<file path="src/rtl/midi_running_status_parser_defines.svh">
// ----------------------------------------------------------------------------
// MIDI running status parser: assertion macros
// Shared property shorthands for the parser modules.
// ----------------------------------------------------------------------------
`ifndef MIDI_RUNNING_STATUS_PARSER_DEFINES_SVH
`define MIDI_RUNNING_STATUS_PARSER_DEFINES_SVH

// Same-cycle implication, clocked on i_clk, off during reset.
`define MRSP_ASSERT_NOW(label, ante, cons, msg) \
    label: assert property (@(posedge i_clk) disable iff (!i_rst_n) \
        (ante) |-> (cons)) else $error(msg);

// Next-cycle implication, clocked on i_clk, off during reset.
`define MRSP_ASSERT_NEXT(label, ante, cons, msg) \
    label: assert property (@(posedge i_clk) disable iff (!i_rst_n) \
        (ante) |=> (cons)) else $error(msg);

`endif

</file>
<file path="src/rtl/mrsp_pkg.sv">
// ----------------------------------------------------------------------------
// MIDI running status parser package
// Item types, message length codes and status decode.
// ----------------------------------------------------------------------------
package mrsp_pkg;

    localparam int BYTE_W = 8;
    localparam int DATA_W = 7;
    localparam int TIME_W = 64;
    localparam int LEN_W  = 2;

    // message length codes
    localparam logic [LEN_W-1:0] LEN_NONE     = 2'd0;
    localparam logic [LEN_W-1:0] LEN_REALTIME = 2'd1;
    localparam logic [LEN_W-1:0] LEN_SHORT    = 2'd2;
    localparam logic [LEN_W-1:0] LEN_FULL     = 2'd3;

    // status high nibbles
    localparam logic [3:0] ST_NOTE_OFF   = 4'h8;
    localparam logic [3:0] ST_NOTE_ON    = 4'h9;
    localparam logic [3:0] ST_POLY_PRESS = 4'hA;
    localparam logic [3:0] ST_CTRL_CHG   = 4'hB;
    localparam logic [3:0] ST_PROG_CHG   = 4'hC;
    localparam logic [3:0] ST_CHAN_PRESS = 4'hD;
    localparam logic [3:0] ST_PITCH_BEND = 4'hE;

    // top five bits of real-time (F8..FF) and system common/SysEx (F0..F7)
    localparam logic [4:0] PFX_REALTIME = 5'b11111;
    localparam logic [4:0] PFX_SYSTEM   = 5'b11110;

    typedef struct packed {
        logic [BYTE_W-1:0] data_byte;
        logic [TIME_W-1:0] timestamp;
    } t_in_item;

    typedef struct packed {
        logic [LEN_W-1:0]  message_length;
        logic [BYTE_W-1:0] status_byte;
        logic [DATA_W-1:0] first_data;
        logic [DATA_W-1:0] second_data;
        logic [TIME_W-1:0] message_time;
    } t_out_item;

    // message length opened by a status byte, LEN_NONE if it opens none
    function automatic logic [LEN_W-1:0] len_of_status(input logic [BYTE_W-1:0] st);
        logic [LEN_W-1:0] len;
        len = LEN_NONE;
        if (st[7]) begin
            case (st[7:4])
                ST_NOTE_OFF, ST_NOTE_ON, ST_POLY_PRESS, ST_CTRL_CHG,
                ST_PITCH_BEND: len = LEN_FULL;
                ST_PROG_CHG, ST_CHAN_PRESS: len = LEN_SHORT;
                default: len = LEN_NONE;
            endcase
        end
        return len;
    endfunction

endpackage

</file>
<file path="src/rtl/mrsp_in_if.sv">
// ----------------------------------------------------------------------------
// MIDI byte channel
// valid/ready channel carrying one stream byte and its time tag.
// ----------------------------------------------------------------------------
interface mrsp_in_if;
    import mrsp_pkg::*;

    logic              valid;
    logic              ready;
    logic [BYTE_W-1:0] data_byte;
    logic [TIME_W-1:0] timestamp;

    modport source (output valid, output data_byte, output timestamp, input ready);
    modport sink   (input valid, input data_byte, input timestamp, output ready);
endinterface

</file>
<file path="src/rtl/mrsp_out_if.sv">
// ----------------------------------------------------------------------------
// MIDI message channel
// valid/ready channel carrying one parsed message.
// ----------------------------------------------------------------------------
interface mrsp_out_if;
    import mrsp_pkg::*;

    logic              valid;
    logic              ready;
    logic [LEN_W-1:0]  message_length;
    logic [BYTE_W-1:0] status_byte;
    logic [DATA_W-1:0] first_data;
    logic [DATA_W-1:0] second_data;
    logic [TIME_W-1:0] message_time;

    modport source (output valid, output message_length, output status_byte,
                    output first_data, output second_data, output message_time,
                    input ready);
    modport sink   (input valid, input message_length, input status_byte,
                    input first_data, input second_data, input message_time,
                    output ready);
endinterface

</file>
<file path="src/rtl/midi_running_status_parser.sv">
// Path: an accepted byte waits in the input register, then the core registers its
//   message in the result register, which drives o_out, once that register is free.
// Throughput: one byte item per cycle; a byte is taken every cycle the result
//   register is empty or being drained, and the input register holds one more.
// Reset (i_rst_n low, synchronous): running status cleared, no message open,
//   both stage registers empty. Held data bytes are not cleared.
// ----------------------------------------------------------------------------
// MIDI running status parser
// Groups a MIDI byte stream into channel messages with time tags.
// ----------------------------------------------------------------------------
module midi_running_status_parser (
    input  logic       i_clk,
    input  logic       i_rst_n,
    mrsp_in_if.sink    i_in,
    mrsp_out_if.source o_out
);
    import mrsp_pkg::*;

    // input register -> core (state update) -> result register
    logic      in_valid;
    t_in_item  in_item;
    logic      out_ready;
    logic      take;
    logic      emit;
    t_out_item res_item;

    // core consumes the held byte whenever the result register has room;
    // bytes that finish no message still advance
    assign take = in_valid && out_ready;

    mrsp_in_stage u_in_stage (
        .i_clk   (i_clk),
        .i_rst_n (i_rst_n),
        .i_in    (i_in),
        .i_take  (take),
        .o_valid (in_valid),
        .o_item  (in_item)
    );

    mrsp_core u_core (
        .i_clk   (i_clk),
        .i_rst_n (i_rst_n),
        .i_take  (take),
        .i_item  (in_item),
        .o_emit  (emit),
        .o_item  (res_item)
    );

    mrsp_out_stage u_out_stage (
        .i_clk   (i_clk),
        .i_rst_n (i_rst_n),
        .i_load  (emit),
        .i_item  (res_item),
        .o_ready (out_ready),
        .o_out   (o_out)
    );

endmodule

</file>
<file path="src/rtl/mrsp_in_stage.sv">
// ----------------------------------------------------------------------------
// MIDI parser input register
// Captures one byte item; frees itself when the core consumes it.
// ----------------------------------------------------------------------------
module mrsp_in_stage (
    input  logic              i_clk,
    input  logic              i_rst_n,
    mrsp_in_if.sink           i_in,
    input  logic              i_take,
    output logic              o_valid,
    output mrsp_pkg::t_in_item o_item
);
    import mrsp_pkg::*;

    logic     r_valid;
    t_in_item r_item;

    assign i_in.ready = !r_valid || i_take;
    assign o_valid    = r_valid;
    assign o_item     = r_item;

    always_ff @(posedge i_clk) begin
        if (!i_rst_n) begin
            r_valid <= 1'b0;
        end else if (i_in.ready) begin
            r_valid <= i_in.valid;
        end
    end

    always_ff @(posedge i_clk) begin
        if (i_in.ready && i_in.valid) begin
            r_item.data_byte <= i_in.data_byte;
            r_item.timestamp <= i_in.timestamp;
        end
    end

endmodule

</file>
<file path="src/rtl/mrsp_core.sv">
// ----------------------------------------------------------------------------
// MIDI parser core
// Running status and partial message state, one byte per take.
// ----------------------------------------------------------------------------
`include "midi_running_status_parser_defines.svh"

module mrsp_core (
    input  logic                i_clk,
    input  logic                i_rst_n,
    input  logic                i_take,
    input  mrsp_pkg::t_in_item  i_item,
    output logic                o_emit,
    output mrsp_pkg::t_out_item o_item
);
    import mrsp_pkg::*;

    // open message status always equals the running status, so only the
    // first data byte of a 3-byte message needs holding
    logic [BYTE_W-1:0] r_running, n_running;
    logic [DATA_W-1:0] r_first,   n_first;
    logic [LEN_W-1:0]  r_held,    n_held;
    logic [LEN_W-1:0]  r_needed,  n_needed;

    logic [BYTE_W-1:0] b;
    logic [LEN_W-1:0]  st_len;
    logic [LEN_W-1:0]  cur_needed;
    logic [LEN_W-1:0]  cur_held;
    logic [LEN_W-1:0]  new_held;
    logic              emit;

    assign b = i_item.data_byte;

    always_comb begin
        n_running  = r_running;
        n_first    = r_first;
        n_held     = r_held;
        n_needed   = r_needed;
        emit       = 1'b0;
        o_item     = '0;
        o_item.message_time = i_item.timestamp;
        st_len     = len_of_status(b);
        cur_needed = (r_needed != LEN_NONE) ? r_needed : len_of_status(r_running);
        cur_held   = (r_needed != LEN_NONE) ? r_held : 2'd1;
        new_held   = cur_held + 2'd1;

        if (b[7:3] == PFX_REALTIME) begin
            // real-time: pass through, state untouched
            emit                  = 1'b1;
            o_item.message_length = LEN_REALTIME;
            o_item.status_byte    = b;
        end else if (b[7]) begin
            if (st_len != LEN_NONE) begin
                n_running = b;
                n_held    = 2'd1;
                n_needed  = st_len;
            end else begin
                n_running = '0;
                n_held    = 2'd0;
                n_needed  = LEN_NONE;
            end
        end else if (cur_needed != LEN_NONE) begin
            if (cur_held == 2'd1) begin
                n_first = b[DATA_W-1:0];
            end
            if (new_held >= cur_needed) begin
                emit                  = 1'b1;
                o_item.message_length = cur_needed;
                o_item.status_byte    = r_running;
                o_item.first_data     = (cur_held == 2'd1) ? b[DATA_W-1:0] : r_first;
                o_item.second_data    = (cur_needed == LEN_FULL) ? b[DATA_W-1:0] : '0;
                n_held                = 2'd0;
                n_needed              = LEN_NONE;
            end else begin
                n_held   = new_held;
                n_needed = cur_needed;
            end
        end
    end

    assign o_emit = i_take && emit;

    always_ff @(posedge i_clk) begin
        if (!i_rst_n) begin
            r_running <= '0;
            r_held    <= 2'd0;
            r_needed  <= LEN_NONE;
        end else if (i_take) begin
            r_running <= n_running;
            r_held    <= n_held;
            r_needed  <= n_needed;
        end
    end

    always_ff @(posedge i_clk) begin
        if (i_take) begin
            r_first <= n_first;
        end
    end

    `MRSP_ASSERT_NOW(a_held_in_range, r_needed != LEN_NONE, r_held != 2'd0 && r_held < r_needed, "open message byte count out of range")
    `MRSP_ASSERT_NEXT(a_system_clears, i_take && b[7:3] == PFX_SYSTEM, r_needed == LEN_NONE && r_running == '0, "system byte did not clear running status")
    `MRSP_ASSERT_NEXT(a_emit_keeps_status, o_emit && o_item.message_length != LEN_REALTIME, r_running == $past(r_running), "running status changed on message completion")

endmodule

</file>
<file path="src/rtl/mrsp_out_stage.sv">
// ----------------------------------------------------------------------------
// MIDI parser result register
// Holds one finished message until the sink takes it.
// ----------------------------------------------------------------------------
module mrsp_out_stage (
    input  logic                i_clk,
    input  logic                i_rst_n,
    input  logic                i_load,
    input  mrsp_pkg::t_out_item i_item,
    output logic                o_ready,
    mrsp_out_if.source          o_out
);
    import mrsp_pkg::*;

    logic      r_valid;
    t_out_item r_item;

    assign o_ready              = !r_valid || o_out.ready;
    assign o_out.valid          = r_valid;
    assign o_out.message_length = r_item.message_length;
    assign o_out.status_byte    = r_item.status_byte;
    assign o_out.first_data     = r_item.first_data;
    assign o_out.second_data    = r_item.second_data;
    assign o_out.message_time   = r_item.message_time;

    always_ff @(posedge i_clk) begin
        if (!i_rst_n) begin
            r_valid <= 1'b0;
        end else if (o_ready) begin
            r_valid <= i_load;
        end
    end

    always_ff @(posedge i_clk) begin
        if (o_ready && i_load) begin
            r_item <= i_item;
        end
    end

endmodule

</file>
<file path="src/flat_wrapper.sv">
// flat-port wrapper written by rule: the top's interface ports become plain ports
module midi_running_status_parser_flat import mrsp_pkg::*;
  (i_clk, i_rst_n, i_in_valid, i_in_data_byte, i_in_timestamp, i_in_ready, o_out_valid, o_out_message_length, o_out_status_byte, o_out_first_data, o_out_second_data, o_out_message_time, o_out_ready);
  mrsp_in_if i_in_i ();
  mrsp_out_if o_out_i ();
  input  logic i_clk;
  input  logic i_rst_n;
  input wire logic [$bits(i_in_i.valid)-1:0] i_in_valid;
  input wire logic [$bits(i_in_i.data_byte)-1:0] i_in_data_byte;
  input wire logic [$bits(i_in_i.timestamp)-1:0] i_in_timestamp;
  output wire logic [$bits(i_in_i.ready)-1:0] i_in_ready;
  output wire logic [$bits(o_out_i.valid)-1:0] o_out_valid;
  output wire logic [$bits(o_out_i.message_length)-1:0] o_out_message_length;
  output wire logic [$bits(o_out_i.status_byte)-1:0] o_out_status_byte;
  output wire logic [$bits(o_out_i.first_data)-1:0] o_out_first_data;
  output wire logic [$bits(o_out_i.second_data)-1:0] o_out_second_data;
  output wire logic [$bits(o_out_i.message_time)-1:0] o_out_message_time;
  input wire logic [$bits(o_out_i.ready)-1:0] o_out_ready;
  assign i_in_i.valid = i_in_valid;
  assign i_in_i.data_byte = i_in_data_byte;
  assign i_in_i.timestamp = i_in_timestamp;
  assign i_in_ready = i_in_i.ready;
  assign o_out_valid = o_out_i.valid;
  assign o_out_message_length = o_out_i.message_length;
  assign o_out_status_byte = o_out_i.status_byte;
  assign o_out_first_data = o_out_i.first_data;
  assign o_out_second_data = o_out_i.second_data;
  assign o_out_message_time = o_out_i.message_time;
  assign o_out_i.ready = o_out_ready;
  midi_running_status_parser u_core (.i_clk(i_clk), .i_rst_n(i_rst_n), .i_in(i_in_i), .o_out(o_out_i));
endmodule
</file>
<file path="config.mk">
export PLATFORM = sky130hd
export DESIGN_NAME = midi_running_status_parser_flat
export DESIGN_NICKNAME = d
export VERILOG_FILES = /design/src/rtl/mrsp_pkg.sv /design/src/rtl/mrsp_in_if.sv /design/src/rtl/mrsp_out_if.sv /design/src/rtl/midi_running_status_parser.sv /design/src/rtl/mrsp_in_stage.sv /design/src/rtl/mrsp_core.sv /design/src/rtl/mrsp_out_stage.sv /design/src/flat_wrapper.sv
export VERILOG_INCLUDE_DIRS = /design/src /design/src/rtl
export SDC_FILE = /design/constraint.sdc
export NUM_CORES = 1
export LEC_CHECK = 0
export ABC_AREA = 0
export BUFFER_PORTS_ARGS = -buffer_cell sky130_fd_sc_hd__buf_2
export CORE_MARGIN = 2
export CORE_UTILIZATION = 52
export DETAILED_ROUTE_END_ITERATION = 6
export GPL_ROUTABILITY_DRIVEN = 1
export HOLD_SLACK_MARGIN = 0.02
export PLACE_DENSITY = 0.87
export SYNTH_ARGS = -nofsm -noshare
export SYNTH_HDL_FRONTEND = slang
export SYNTH_SLANG_ARGS = --single-unit
export TNS_END_PERCENT = 50
</file>
<file path="constraint.sdc">
create_clock -name i_clk -period 7.1 [get_ports i_clk]
set_input_delay 0.71 -clock i_clk [delete_from_list [all_inputs] [get_ports i_clk]]
set_output_delay 0.71 -clock i_clk [all_outputs]
set_load 0.02 [all_outputs]
</file>
# Yosys cells after proc, flatten, opt, wreduce, memory -nomap -nowiden
# Cells that the tools add are included.
[totals] ff_bits=181 input_bits=76 output_inout_bits=90
[classes] order_cmp=1 mux=25 n_reduce_logical=21 n_addsub=1 n_bitwise=5 eq_ne=17
[ops] op="23-bit 2-to-1 mux" n=3
[ops] op="4-bit equality test (second input constant)" n=14
[ops] op="2-bit 2-to-1 mux" n=11
[ops] op="8-bit 2-to-1 mux" n=2
[ops] op="5-bit OR reduction" n=3
[ops] op="7-bit 2-to-1 mux" n=2
[ops] op="2-bit one-hot mux with 2 select lines" n=2
[ops] op="2-bit nonzero test" n=4
[ops] op="3-bit AND reduction" n=2
[ops] op="5-bit equality test (second input constant)" n=1
[ops] op="1-bit 2-to-1 mux" n=5
[ops] op="1-bit inverter" n=5
[ops] op="1-bit logical AND" n=4
[ops] op="4-bit AND reduction" n=1
[ops] op="2-bit OR reduction" n=2
[ops] op="4-bit OR reduction" n=1
[ops] op="2-bit by 1-bit adder with 2-bit output (second input constant)" n=1
[ops] op="2-bit by 1-bit equality test with 1-bit output (second input constant)" n=1
[ops] op="2-bit equality test (second input constant)" n=1
[ops] op="2-bit >= comparator" n=1
[ops] op="1-bit zero test" n=2
[ops] op="1-bit logical OR" n=2

# Depth between registers and ports, before layout
# Gate-level depths: netlist of the first run.
[depth] ltp_word=12 depth_mapped=9

# By module
# A second synthesis of the first run with hierarchy kept.
[hier_totals] hier_cells=353 hier_area_um2=6623.9
[by_module_without_submodules] mod="mrsp_out_stage" seq_area_each_um2=2662.6 instances=1 area_each_um2=2700.1 cells_per_inst=93
[by_module_without_submodules] mod="mrsp_in_stage" seq_area_each_um2=2182.1 instances=1 area_each_um2=2219.6 cells_per_inst=77
[by_module_without_submodules] mod="mrsp_core" seq_area_each_um2=450.4 instances=1 area_each_um2=1697.9 cells_per_inst=182
[by_module_without_submodules] mod="midi_running_status_parser" seq_area_each_um2=0.0 instances=1 area_each_um2=6.3 cells_per_inst=1

# Worst setup path after synthesis of the first run
# No wires, ideal clock.
[synth_path] path_kind="flip-flop to flip-flop" start="register u_core.u_core.r_needed[0]" end="register u_core.u_out_stage.r_item, in the netlist u_core.u_out_stage.o_out.first_data[0] (enable)" path_stages_with_launch=8 setup_ns=0.563 arrival_ns=5.952 slack_ns=0.585 required_ns=6.537 synth_period_minus_slack_ns=6.515 cell_sequence="dfxtp_1 o21bai_1 ha_1 inv_1 ha_1 a21oi_1 or3_1 a21oi_1"
[synth_between] elab_chain_cells=10 elab_cells_between_ends=12 cone_classes="add/sub (1); order compare (1); mux (6); reduce/logical (4)"
[synth_rtl] item="start: declaration" line="mrsp_core.sv:22" rtl="logic [LEN_W-1:0] r_needed, n_needed;"
[synth_rtl] item="start signal: assignment" line="mrsp_core.sv:90" rtl="r_needed <= n_needed;"
[synth_rtl] item="2-bit nonzero test" line="mrsp_core.sv:42, mrsp_core.sv:43"
[synth_rtl] item="2-bit 2-to-1 mux" line="mrsp_core.sv:43" rtl="cur_held = (r_needed != LEN_NONE) ? r_held : 2'd1;"
[synth_rtl] item="2-bit by 1-bit adder with 2-bit output" line="mrsp_core.sv:44" rtl="new_held = cur_held + 2'd1;"
[synth_rtl] item="2-bit >= comparator" line="mrsp_core.sv:65" rtl="if (new_held >= cur_needed) begin"
[synth_rtl] item="1-bit 2-to-1 mux" line="mrsp_core.sv:65"
[synth_rtl] item="1-bit 2-to-1 mux (*)" line="mrsp_core.sv:61" rtl="end else if (cur_needed != LEN_NONE) begin"
[synth_rtl] item="1-bit 2-to-1 mux (*)" line="mrsp_core.sv:51" rtl="end else if (b[7]) begin"
[synth_rtl] item="1-bit 2-to-1 mux (*)" line="mrsp_core.sv:46" rtl="if (b[7:3] == PFX_REALTIME) begin"
[synth_rtl] item="1-bit logical AND (*)" line="mrsp_core.sv:80" rtl="assign o_emit = i_take && emit;"
[synth_rtl] item="1-bit logical AND (*)" line="mrsp_out_stage.sv:35" rtl="if (o_ready && i_load) begin"
[synth_rtl] item="end signal: assignment" line="mrsp_out_stage.sv:36" rtl="r_item <= i_item;"
[synth_rtl] item="end: declaration" line="mrsp_out_stage.sv:16" rtl="t_out_item r_item;"
# Every way passes the cells marked *; elsewhere a longest branch is shown, timed or not.
# A chain may end at the register's enable or synchronous reset.

# Final worst setup path of the first run
[layout_path] start="register u_core.u_core.r_needed[1]" end="register u_core.u_out_stage.r_item, in the netlist u_core.u_out_stage.o_out.message_length[0] (enable)"
# The elaborated chain is that of the path after synthesis.

==> metrics.cfg, run 1 <==
[global_route]
grt_max_degree = 73
global_route.overflow_total = 0
grt_pass1_vias = 3443
grt_pass1_wl_um = 17400
antenna_found_initial = 1
overall_fraction_of_global_route_tracks_in_use_pct = 18.6

[placed_design]
dp_cells = 596
placed_area_um2 = 7100
dpl.hpwl_um = 7480
gp_routability_congestion = 0.960
port-buffer-count = 165

[worst_setup_path]
r2r_setup_slack_ns = 3.04
setup.worst_path.end_class = flip-flop
worstPathMaxFanout = 51
cp_slowest_stage_delay_ns = 0.95
cp_data_required_time_ns = 7.16
critical_path_class = flip-flop to flip-flop
worst_r2r_path_depth = 9
cp_cell_sequence = nor2b_1, o2bb2ai_1, inv_1, ha_1, nand2b_1, a21oi_1, or3_1, a21oi_4, buf_4
critical_path.top_delay_family = compound AO/OA/AOI/OAI gates
reg2reg_to = u_core.u_out_stage.o_out.message_length[0]$_SDFFCE_PP1P_
r2r_start = u_core.u_core.r_needed[1]$_SDFFE_PN0P_
timing.critical_path.from_type = flip-flop
critical_path_data_arrival_time_ns = 4.12
path_buf_inv = 2
max_stage_delay_cell_worst_path = sky130_fd_sc_hd__a21oi_4

[clock_network]
cts-root-buf = sky130_fd_sc_hd__clkbuf_16
cts_hold_repair.buffers = 0
cts_tree = yes
clock_latency_ns = 0.42
numCtsBuffers = 17
post_cts_buffers = 0
cts_buffer_depth = 2
clock-sinks = 181
cts_resized = 0
clock_pin_transition_on_the_worst_setup_and_hold_timing_paths_ns = 0.06
cts_max_level = 4

[timing]
timing.final.crit_period_ns = 4.06
fmax_mhz = 246
setup_violations = 0
slew-limit-headroom_pct = 20.0
finalCritPeriodShare_pct = 57.2
rsz0062_at_grt = false
finalSetupTns_ns = 0
clock-skew-final_ns = 0.00853
timing.final.max_slew_violations = 0
count_of_final_hold_check_violations = 0
max_slew.worst_pin.slew_ns = 1.20

[synthesis]
yosys.area.top_type = sky130_fd_sc_hd__edfxtp_1
synth_area_leaders = sky130_fd_sc_hd__edfxtp_1 82%, sky130_fd_sc_hd__dfxtp_1 4.6%, sky130_fd_sc_hd__and2_1 1.5%, sky130_fd_sc_hd__mux2_2 1.3%, sky130_fd_sc_hd__a22oi_1 0.86%
synth-seq-area-share_pct = 86.7
postSynthCellCount = 292
avgSynthCellArea_um2 = 20.9
synth-seq-cells = 181
synthesized_netlist_net_count = 371
synth_async_sr_flop_share_pct = 0
synth.distinct_cells = 45
mappedNetlistArea_um2 = 6110
synth-edff-count = 167
synthesis.yosys.warnings = 0
synth_top_cell_area_share_pct = 82.1
dominantRegCellSynth = sky130_fd_sc_hd__edfxtp_1

[finish]
finish.cell_count_without_fillers = 629
num-nets-final = 551
synthToLayoutAreaGrowth_pct = 27.0
postLayoutCellArea_um2 = 7760
finalCoreUtilization_pct = 67.9
post_route_cells_drive_above_1_share_pct = 44.9
fill_cells = 765

[worst_hold_path]
hold_sp = u_core.u_in_stage.o_item[32]$_DFFE_PP_
min_path_type = flip-flop to flip-flop
min_delay_path_depth = 0
holdPathEnd = u_core.u_out_stage.o_out.message_time[32]$_DFFE_PP_

[routing]
drc = 0
detailedRoute.firstIterationViolations = 166
antenna_left = 0
num_vias = 3261
wl_um = 11200
drt_pre_antenna_iters = 4
detail_route.wl_per_cell_um = 17.8
via_per_inst = 5.18

[floorplan]
initial_core_util_pct = 53.5
floorplan.die.width_um = 112
chipHeight_um = 112
row_count = 39
top_level_ports = 166
core_area_um2 = 11400
die_area_um2 = 12600

[pwr]
ir_worst_vdd_v = 0.000284
power.total_mw = 2.34
power.static_leakage_nw = 2.93
powerDensity_nw_per_um2 = 302

[outcome]
status = finished clean

[run]
drv.max_cap_violation_count = 0

cells in the final DEF, fill, tap and decap left out, types with 2 or more instances in the layout:
cell type,n
sky130_fd_sc_hd__bufinv_16,5
sky130_fd_sc_hd__or2b_1,3
sky130_fd_sc_hd__inv_6,3
sky130_fd_sc_hd__inv_1,6
sky130_fd_sc_hd__clkinv_2,2
sky130_fd_sc_hd__a31oi_1,2
sky130_fd_sc_hd__mux2_2,7
sky130_fd_sc_hd__buf_2,165
sky130_fd_sc_hd__a21o_1,4
sky130_fd_sc_hd__edfxtp_1,167
sky130_fd_sc_hd__nor2b_1,3
sky130_fd_sc_hd__dfxtp_1,14
sky130_fd_sc_hd__nor2_1,9
sky130_fd_sc_hd__a22o_1,3
sky130_fd_sc_hd__o21ai_0,2
sky130_fd_sc_hd__and2_1,14
sky130_fd_sc_hd__clkinvlp_4,4
sky130_fd_sc_hd__a21oi_1,6
sky130_fd_sc_hd__clkbuf_16,17
sky130_fd_sc_hd__a211oi_2,2
sky130_fd_sc_hd__a22oi_1,7
sky130_fd_sc_hd__nand2b_1,4
sky130_fd_sc_hd__nand3_1,2
sky130_fd_sc_hd__nor3_1,2
sky130_fd_sc_hd__ha_1,3
sky130_fd_sc_hd__nand2_1,4
stage by stage:
step                      hold WS, ns  setup WS, ns
after global routing            0.424          2.75
final                           0.416          3.04
after floorplan                 0.400         0.585
after detailed placement        0.405          3.08
after global placement          0.400          3.33
after CTS                       0.418          3.02
per-layer routing:
layer  routed length, um  global-route usage (%)  up-vias
met5                   0                       0        -
met4                 388                    10.5        0
li1                    -                       -     1513
met3                1110                    8.69       39
met1                4040                    20.4     1536
met2                5670                    29.9      173
kinds of logic after synthesis:
| family | Yosys count | share of synthesized area, % |
|---|---|---|
| adders and majority gates | 3 | 0.615 |
| AOI/OAI and AO/OA | 39 | 5.28 |
| and+or+nand+nor | 51 | 5.24 |
| DFF | 181 | 86.7 |
| buffers and inverters | 11 | 0.881 |
| muxes | 7 | 1.29 |
sequential cells by signal, indices dropped and copies added, names as in the netlist, 2 cells and up:
name / flops
u_core.u_core.r_first: 7
u_core.u_core.r_held: 2
u_core.u_core.r_needed: 2
u_core.u_core.r_running: 8
u_core.u_in_stage.o_item: 72
u_core.u_out_stage.o_out.first_data: 7
u_core.u_out_stage.o_out.message_length: 2
u_core.u_out_stage.o_out.message_time: 64
u_core.u_out_stage.o_out.second_data: 7
u_core.u_out_stage.o_out.status_byte: 8
how the worst max path moves through the flow:
stage | start | endpoint | slack, ns | cells after the start
final | u_core.u_core.r_needed[1]$_SDFFE_PN0P_ | u_core.u_out_stage.o_out.message_length[0]$_SDFFCE_PP1P_ | 3.04 | 9
after global routing | u_core.u_core.r_needed[1]$_SDFFE_PN0P_ | u_core.u_out_stage.o_out.message_length[0]$_SDFFCE_PP1P_ | 2.75 | 9
after floorplan | u_core.u_core.r_needed[0]$_SDFFE_PN0P_ | u_core.u_out_stage.o_out.first_data[0]$_SDFFCE_PP0P_ | 0.58 | 7
after detailed placement | u_core.u_core.r_needed[1]$_SDFFE_PN0P_ | u_core.u_out_stage.o_out.message_length[0]$_SDFFCE_PP1P_ | 3.08 | 9
after global placement | u_core.u_core.r_needed[1]$_SDFFE_PN0P_ | u_core.u_out_stage.o_out.message_length[0]$_SDFFCE_PP1P_ | 3.33 | 9
after CTS | u_core.u_core.r_needed[1]$_SDFFE_PN0P_ | u_core.u_out_stage.o_out.message_length[0]$_SDFFCE_PP1P_ | 3.02 | 9
cell usage after synthesis (2+ instances only):
cell type,number
sky130_fd_sc_hd__nand3_1,2
sky130_fd_sc_hd__a211oi_2,2
sky130_fd_sc_hd__mux2_2,7
sky130_fd_sc_hd__o21ai_0,2
sky130_fd_sc_hd__a21oi_1,7
sky130_fd_sc_hd__or2b_1,3
sky130_fd_sc_hd__a22o_1,3
sky130_fd_sc_hd__nor3_1,2
sky130_fd_sc_hd__and2_1,15
sky130_fd_sc_hd__dfxtp_1,14
sky130_fd_sc_hd__a31oi_1,2
sky130_fd_sc_hd__nor2b_1,3
sky130_fd_sc_hd__a22oi_1,7
sky130_fd_sc_hd__a21o_1,4
sky130_fd_sc_hd__nand2b_1,4
sky130_fd_sc_hd__nor2_1,9
sky130_fd_sc_hd__nand2_1,4
sky130_fd_sc_hd__edfxtp_1,167
sky130_fd_sc_hd__clkbuf_1,2
sky130_fd_sc_hd__ha_1,3
sky130_fd_sc_hd__inv_1,6
where the power goes:
group          total (mW)  internal, mW  leakage (nW)  switching, mW
clock network        1.01         0.626         0.306          0.388
registers            1.22          1.21          1.68         0.0160
logic               0.101        0.0392         0.944         0.0623
worst reg2reg max path, cell delays in order, from the launching register on:
cell,delay [ns]
sky130_fd_sc_hd__dfxtp_1,0.51
sky130_fd_sc_hd__nor2b_1,0.09
sky130_fd_sc_hd__o2bb2ai_1,0.27
sky130_fd_sc_hd__inv_1,0.12
sky130_fd_sc_hd__ha_1,0.29
sky130_fd_sc_hd__nand2b_1,0.15
sky130_fd_sc_hd__a21oi_1,0.19
sky130_fd_sc_hd__or3_1,0.43
sky130_fd_sc_hd__a21oi_4,0.95
sky130_fd_sc_hd__buf_4,0.69
layout make-up:
class	count	area [um^2]	share of cell area, %
repair buffers	166	833	10.7
well taps	143	179	2.31
clock inverters	15	225	2.90
clock buffers	17	425	5.48
flip-flops and latches	181	5300	68.3
diodes	1	2.50	0.0323
multi-input cells	100	773	9.97
inverters	6	22.5	0.290
Power figures use the tool's default switching activity.
==> inputs of run 2 (changes only) <==
--- a/config.mk
+++ b/config.mk
@@ -6,14 +6,14 @@
 export SDC_FILE = /design/constraint.sdc
 export NUM_CORES = 1
 export LEC_CHECK = 0
-export ABC_AREA = 0
+export ABC_AREA = 1
 export BUFFER_PORTS_ARGS = -buffer_cell sky130_fd_sc_hd__buf_2
 export CORE_MARGIN = 2
-export CORE_UTILIZATION = 52
+export CORE_UTILIZATION = 51
 export DETAILED_ROUTE_END_ITERATION = 6
 export GPL_ROUTABILITY_DRIVEN = 1
 export HOLD_SLACK_MARGIN = 0.02
-export PLACE_DENSITY = 0.87
+export PLACE_DENSITY = 0.86
 export SYNTH_ARGS = -nofsm -noshare
 export SYNTH_HDL_FRONTEND = slang
 export SYNTH_SLANG_ARGS = --single-unit
==> constraint.sdc (replaced) <==
create_clock -name i_clk -period 4.2 [get_ports i_clk]
set_input_delay 0.42 -clock i_clk [delete_from_list [all_inputs] [get_ports i_clk]]
set_output_delay 0.42 -clock i_clk [all_outputs]
set_load 0.02 [all_outputs]
==> run 2 against run 1 <==
Effect of this change: the run now ends with design-rule violations left; sequential power increased by 69%; fmax up 28%; clock skew decreased by 0.00084 ns; setup slack got worse by 2.0 ns; combinational power increased by 75%; critical path depth up 6; area after synthesis fell by 0.84%; die area grew 1.1%; final cell count grew 8.7%; design area is 2.1% lower; utilization is 2.0 points lower; synthesized cell count increased by 18%.
==> metrics.cfg, run 2 <==
[global_route]
overall_fraction_of_global_route_tracks_in_use_pct = 18.2  ; -0.38 points
antenna_found_initial = 2  ; +1
global_route.overflow_total = 0  ; unchanged
grt_pass1_wl_um = 17200  ; -0.91%
grt_max_degree = 56  ; -23%
grt_pass1_vias = 3518  ; +2.2%

[clock_network]
clock_pin_transition_on_the_worst_setup_and_hold_timing_paths_ns = 0.06  ; about the same
clock_latency_ns = 0.42  ; about the same
cts_buffer_depth = 2  ; unchanged
cts-root-buf = sky130_fd_sc_hd__clkbuf_16
cts_resized = 0  ; unchanged
numCtsBuffers = 17  ; unchanged
post_cts_buffers = 0  ; unchanged
cts_max_level = 4  ; unchanged
cts_hold_repair.buffers = 0  ; unchanged
clock-sinks = 181  ; unchanged
cts_tree = yes

[worst_setup_path]
critical_path_class = flip-flop to flip-flop
cp_data_required_time_ns = 4.25  ; -2.91 ns
path_buf_inv = 5  ; +3
setup.worst_path.end_class = flip-flop
cp_slowest_stage_delay_ns = 0.53  ; -0.42 ns
max_stage_delay_cell_worst_path = sky130_fd_sc_hd__buf_4
worstPathMaxFanout = 55  ; +7.8%
cp_common_cell = sky130_fd_sc_hd__nand2_1
critical_path.top_delay_family = simple AND/OR/NAND/NOR gates
critical_path_data_arrival_time_ns = 3.23  ; -0.89 ns
cp_cell_sequence = inv_1, nand2_1, nand2_1, ha_1, inv_1, ha_1, nand2_1, nand3b_1, nand2_1, inv_1, o21ai_2, nand2_1, nand2_1, clkinv_2, buf_4
timing.critical_path.from_type = flip-flop

[floorplan]
die_area_um2 = 12800  ; +1.1%
top_level_ports = 166  ; unchanged
row_count = 39  ; unchanged
initial_core_util_pct = 52.6  ; -0.90 points
core_area_um2 = 11500  ; +0.85%
floorplan.die.width_um = 113  ; +0.53%
chipHeight_um = 113  ; +0.53%

[timing]
setup_violations = 0  ; unchanged
max_slew.worst_pin.slew_ns = 0.695  ; -0.503 ns
finalSetupTns_ns = 0  ; unchanged
slew-limit-headroom_pct = 53.6  ; +34 points
clock-skew-final_ns = 0.00769  ; -0.000839 ns
finalCritPeriodShare_pct = 75.7  ; +19 points
count_of_final_hold_check_violations = 0  ; unchanged
timing.final.max_slew_violations = 0  ; unchanged
rsz0062_at_grt = false
fmax_mhz = 314  ; +28%
timing.final.crit_period_ns = 3.18  ; -0.882 ns

[pwr]
ir_worst_vdd_v = 0.000407  ; +43%
powerDensity_nw_per_um2 = 481  ; +60%
internal_power_component_mw = 2.86  ; +53%
power.share.sequential_pct = 56.4  ; +4.1 points
power.clock.fraction_pct = 38.8  ; -4.6 points
p_switching_mw = 0.794  ; +70%
power_switching_share_pct = 21.7  ; +1.8 points
power.static_leakage_nw = 2.99  ; +2.2%
comb_power_share_pct = 4.8  ; +0.5 points

[synthesis]
synth_async_sr_flop_share_pct = 0  ; unchanged
synth-edff-count = 167  ; unchanged
synth.distinct_cells = 23  ; -49%
avgSynthCellArea_um2 = 17.6  ; -16%
synth_common_cells = 167 x sky130_fd_sc_hd__edfxtp_1, 43 x sky130_fd_sc_hd__nand2_1, 38 x sky130_fd_sc_hd__inv_1, 20 x sky130_fd_sc_hd__nor2_1, 16 x sky130_fd_sc_hd__o21ai_0
synth-seq-area-share_pct = 87.4  ; +0.73 points
synth_top_cell_area_share_pct = 82.8  ; +0.70 points
yosys.area.top_type = sky130_fd_sc_hd__edfxtp_1
mappedNetlistArea_um2 = 6060  ; -0.84%
synth_area_leaders = sky130_fd_sc_hd__edfxtp_1 83%, sky130_fd_sc_hd__dfxtp_1 4.6%, sky130_fd_sc_hd__nand2_1 2.7%, sky130_fd_sc_hd__inv_1 2.4%, sky130_fd_sc_hd__o21ai_0 1.3%
synth-seq-cells = 181  ; unchanged
synthesis.yosys.warnings = 0  ; unchanged
dominantRegCellSynth = sky130_fd_sc_hd__edfxtp_1
synthesized_netlist_net_count = 423  ; +14%
yosysMostFrequentCell = sky130_fd_sc_hd__edfxtp_1
postSynthCellCount = 344  ; +18%

[routing]
drt_pre_antenna_iters = 7  ; +3
antenna_left = 0  ; unchanged
detailedRoute.firstIterationViolations = 181  ; +9.0%
wl_um = 10700  ; -4.2%
via_per_inst = 4.93  ; -5.0%
drc = 9  ; +9
num_vias = 3369  ; +3.3%
detail_route.wl_per_cell_um = 15.7  ; -12%

[finish]
synthToLayoutAreaGrowth_pct = 25.4
layout_common_cells = 167 x sky130_fd_sc_hd__edfxtp_1, 165 x sky130_fd_sc_hd__buf_2, 43 x sky130_fd_sc_hd__nand2_1
num-nets-final = 606  ; +10%
mostFrequentLayoutCell = sky130_fd_sc_hd__edfxtp_1
largest_reg_flops = 72  ; unchanged
postLayoutCellArea_um2 = 7600  ; -2.1%
post_route_cells_drive_above_1_share_pct = 38.7  ; -6.2 points

[outcome]
violations = design-rule violations
status = finished with violations

[placed_design]
placed_area_um2 = 7060  ; -0.62%
port-buffer-count = 165  ; unchanged
gp_routability_congestion = 0.899  ; -6.3%
dpl.hpwl_um = 7520  ; +0.48%

[worst_hold_path]
min_path_type = input pin to flip-flop

[run]
drv.max_cap_violation_count = 0  ; unchanged

==> run 2: stage by stage <==
stage / utilization, % / cells / worst slack, ns / hold WS (ns) / power [mW]
after floorplan: - / 344 / 0.286 / 0.400 / 2.20
after global placement: 61.3 / 651 / 1.19 / 0.400 / 2.27
after detailed placement: 61.3 / 651 / 1.07 / 0.405 / 2.28
after CTS: 65.9 / 683 / 1.03 / 0.148 / 3.69
after global routing: 66.0 / 684 / 0.779 / 0.144 / 3.78
final: 66.0 / 684 / 1.02 / 0.166 / 3.66
==> run 2: kinds of logic after synthesis <==
group                    Yosys count  share of synthesized area, %
buffers and inverters             43                          2.87
flip-flops                       181                          87.4
adder cells (fa/ha/maj)            3                         0.620
AO/OA/AOI/OAI                     39                          3.78
AND/OR/NAND/NOR                   78                          5.31
==> run 2: layer usage <==
metal  GRT usage (%)  routed length [um]
met5               0                  13
met4            9.43                 257
met3            8.62                1150
met2            29.2                5250
met1            20.5                4070
==> run 2: final cells by class <==
cell class | instances | area (um^2)
Antenna cell | 1 | 2.50
Fill cell | 795 | 3920
Clock inverter | 14 | 105
Tap cell | 143 | 179
Sequential cell | 181 | 5300
Multi-Input combinational cell | 120 | 588
Clock buffer | 18 | 429
Timing Repair Buffer | 168 | 848
Inverter | 39 | 149
==> run 2: worst paths after layout <==
kind                                          startpoint                                                  end  slack [ns]  cells after the start
hold reg to reg   u_core.u_in_stage.o_item[48]$_DFFE_PP_  u_core.u_out_stage.o_out.message_time[48]$_DFFE_PP_        0.41                      0
setup / recovery  u_core.u_core.r_needed[0]$_SDFFE_PN0P_  u_core.u_out_stage.o_out.message_time[14]$_DFFE_PP_        1.02                     15
hold / removal                        i_in_timestamp[38]               u_core.u_in_stage.o_item[38]$_DFFE_PP_        0.17                      1
setup reg to reg  u_core.u_core.r_needed[0]$_SDFFE_PN0P_  u_core.u_out_stage.o_out.message_time[14]$_DFFE_PP_        1.02                     15
==> run 2: power by group through the flow <==
stage | sequential (mW) | combinational [mW] | clock (mW)
final | 2.06 | 0.177 | 1.42
after global routing | 2.07 | 0.198 | 1.52
after CTS | 2.06 | 0.178 | 1.45
after detailed placement | 2.10 | 0.176 | 0
after global placement | 2.10 | 0.171 | 0
after floorplan | 2.12 | 0.0808 | 0
==> inputs of run 3 (changes only) <==
--- a/config.mk
+++ b/config.mk
@@ -9,11 +9,11 @@
 export ABC_AREA = 1
 export BUFFER_PORTS_ARGS = -buffer_cell sky130_fd_sc_hd__buf_2
 export CORE_MARGIN = 2
-export CORE_UTILIZATION = 51
+export CORE_UTILIZATION = 46
 export DETAILED_ROUTE_END_ITERATION = 6
 export GPL_ROUTABILITY_DRIVEN = 1
 export HOLD_SLACK_MARGIN = 0.02
-export PLACE_DENSITY = 0.86
+export PLACE_DENSITY = 0.82
 export SYNTH_ARGS = -nofsm -noshare
 export SYNTH_HDL_FRONTEND = slang
 export SYNTH_SLANG_ARGS = --single-unit
==> constraint.sdc (replaced) <==
create_clock -name i_clk -period 2.7 [get_ports i_clk]
set_input_delay 0.27 -clock i_clk [delete_from_list [all_inputs] [get_ports i_clk]]
set_output_delay 0.27 -clock i_clk [all_outputs]
set_load 0.02 [all_outputs]
==> run 3 against run 2 <==
Effect of this change: the flow now finishes without violations; global-route usage grew 2.2 points; sequential power up 56%; routed wire length increased by 29%; register-to-register slack got worse by 0.81 ns; critical path depth stayed put; total power grew 64%; setup slack lost 0.81 ns; utilization grew 0.45 points; hold slack lost 0.13 ns.
==> metrics.cfg, run 3 (same netlist as run 2, synthesis figures left out) <==
[run]
drv.max_cap_violation_count = 0  ; unchanged

[floorplan]
row_count = 41  ; +5.1%
chipHeight_um = 119  ; +5.1%
floorplan.die.width_um = 119  ; +5.1%
die_area_um2 = 14100  ; +10%
top_level_ports = 166  ; unchanged
initial_core_util_pct = 47.6  ; -5.0 points
core_area_um2 = 12700  ; +10%

[placed_design]
placed_area_um2 = 7190  ; +1.8%
port-buffer-count = 165  ; unchanged
dpl.hpwl_um = 8200  ; +9.1%
gp_routability_congestion = 0.936  ; +4.1%

[timing]
final.hold.worst_slack_ns = 0.0388  ; -0.127 ns
slew-limit-headroom_pct = 60.0  ; +6.4 points
finalCritPeriodShare_pct = 92.2  ; +16 points
rsz0062_at_grt = false
timing.final.crit_period_ns = 2.49  ; -0.691 ns
timing.final.max_slew_violations = 0  ; unchanged
max_slew.worst_pin.slew_ns = 0.600  ; -0.0949 ns
count_of_final_hold_check_violations = 0  ; unchanged
setup_violations = 0  ; unchanged
fmax_mhz = 402  ; +28%
clock-skew-final_ns = 0.0139  ; +0.00623 ns

[worst_setup_path]
path_buf_inv = 5  ; unchanged
setup.worst_path.end_class = flip-flop
critical_path_class = flip-flop to flip-flop
critical_path.top_delay_family = buffers and inverters
timing.critical_path.from_type = flip-flop
cp_data_required_time_ns = 2.81  ; -1.44 ns
worstPathMaxFanout = 39  ; -29%
cp_slowest_stage_delay_ns = 0.34  ; -0.19 ns
max_stage_delay_cell_worst_path = sky130_fd_sc_hd__dfxtp_2
r2r_start = u_core.u_core.r_needed[1]$_SDFFE_PN0P_
worstSetupStartpoint = u_core.u_core.r_needed[1]$_SDFFE_PN0P_
cp_cell_sequence = inv_2, nand2_4, nand2_2, ha_4, inv_2, ha_4, nand2_2, nand3b_1, nand2_1, inv_1, o21ai_2, nand2_1, nand2_2, clkinvlp_4, buf_12
critical_path_data_arrival_time_ns = 2.60  ; -0.63 ns
cp_common_cell = sky130_fd_sc_hd__nand2_2

[pwr]
internal_power_component_mw = 4.65  ; +62%
comb_power_share_pct = 6.5  ; +1.7 points
powerDensity_nw_per_um2 = 708  ; +47%
power.share.sequential_pct = 53.7  ; -2.7 points
ir_worst_vdd_v = 0.000483  ; +19%
power.total_mw = 5.98  ; +64%
p_switching_mw = 1.34  ; +68%
power.static_leakage_nw = 3.33  ; +11%
power.clock.fraction_pct = 39.8  ; +1.0 points
power_switching_share_pct = 22.3  ; +0.64 points

[clock_network]
cts_buffer_depth = 2  ; unchanged
numCtsBuffers = 17  ; unchanged
cts_max_level = 4  ; unchanged
cts_resized = 0  ; unchanged
cts_tree = yes
cts-root-buf = sky130_fd_sc_hd__clkbuf_16
clock-sinks = 181  ; unchanged
clock_pin_transition_on_the_worst_setup_and_hold_timing_paths_ns = 0.08  ; +0.02 ns
clock_latency_ns = 0.43  ; about the same

[global_route]
global_route.overflow_total = 0  ; unchanged
grt_max_degree = 48  ; -14%
overall_fraction_of_global_route_tracks_in_use_pct = 20.4  ; +2.2 points
grt_pass1_vias = 3917  ; +11%
antenna_found_initial = 0  ; -2
grt_pass1_wl_um = 21100  ; +23%

[outcome]
status = finished clean

[finish]
mostFrequentLayoutCell = sky130_fd_sc_hd__edfxtp_1
largest_reg_flops = 72  ; unchanged
postLayoutCellArea_um2 = 8450  ; +11%
synthToLayoutAreaGrowth_pct = 39.5
finalCoreUtilization_pct = 66.4  ; +0.45 points
post_route_cells_drive_above_1_share_pct = 37.6  ; -1.1 points
fill_cells = 870  ; +9.4%
num-nets-final = 678  ; +12%
layout_common_cells = 167 x sky130_fd_sc_hd__edfxtp_1, 165 x sky130_fd_sc_hd__buf_2, 64 x sky130_fd_sc_hd__dlygate4sd3_1

[routing]
via_per_inst = 4.83  ; -1.8%
num_vias = 3795  ; +13%
detailedRoute.firstIterationViolations = 327  ; +81%
drc = 0  ; -9
antenna_left = 0  ; unchanged
wl_um = 13900  ; +29%
drt_pre_antenna_iters = 5  ; -2
detail_route.wl_per_cell_um = 17.7  ; +12%

[worst_hold_path]
hold_sp = i_in_timestamp[59]
min_path_type = input pin to flip-flop

-- run 3: cell types whose count changed in the layout (fill, tap and decap cells not counted), sizes merged --
cell	previous run	this run
inv	40	43
clkinv	12	9
clkbuf	18	17
bufinv	0	1
buf	168	176
dlygate4sd3	0	64
-- run 3: power groups by stage --
| stage | clock [mW] | sequential, mW | combinational [mW] |
|---|---|---|---|
| 2_1_floorplan | 0 | 3.29 | 0.140 |
| 3_3_place_gp | 0 | 3.26 | 0.289 |
| 3_5_place_dp | 0 | 3.27 | 0.303 |
| 4_1_cts | 2.40 | 3.21 | 0.373 |
| 5_1_grt | 2.54 | 3.22 | 0.425 |
| 6_report | 2.38 | 3.21 | 0.390 |
-- run 3: worst paths after layout --
| check | to | slack [ns] | depth (start not counted) |
|---|---|---|---|
| worst min register to register | u_core.u_out_stage.o_out.message_time[37]$_DFFE_PP_ | 0.42 | 0 |
| worst min-delay path | u_core.u_in_stage.o_item[59]$_DFFE_PP_ | 0.04 | 1 |
| worst max-delay path | u_core.u_out_stage.o_out.first_data[5]$_SDFFCE_PP0P_ | 0.21 | 15 |
| worst max register to register | u_core.u_out_stage.o_out.first_data[5]$_SDFFCE_PP0P_ | 0.21 | 15 |
-- run 3: timing repair --
action,in CTS,in global routing
hold endpoints to repair,62,2
buffers inserted,0,6
hold buffers,62,2
setup endpoints to repair,0,79
-- run 3: final cells by class --
type	count	area, um^2	area share (%)
antenna	1	2.50	0.0296
clock buffer	17	425	5.03
clock inverter	15	148	1.75
inverter	39	151	1.79
multi-input combinational	120	636	7.52
sequential	181	5300	62.7
tap	172	215	2.55
timing repair buffer	240	1570	18.6
-- run 3: metal layers --
layer,vias to the layer above,share of wire (%),track usage (%)
li1,1753,-,-
met1,1804,37,23.6
met2,207,50,34.0
met3,31,9.9,7.87
met4,0,2.4,8.56
met5,-,0,0
-- run 3: stage by stage --
stage	setup WS [ns]	std cells	setup TNS, ns
after detailed placement	0.158	682	0
after floorplan	-0.563	344	-49.52
final	0.210	785	0
after CTS	0.132	776	0
after global routing	0.0619	784	0
after global placement	0.256	682	0
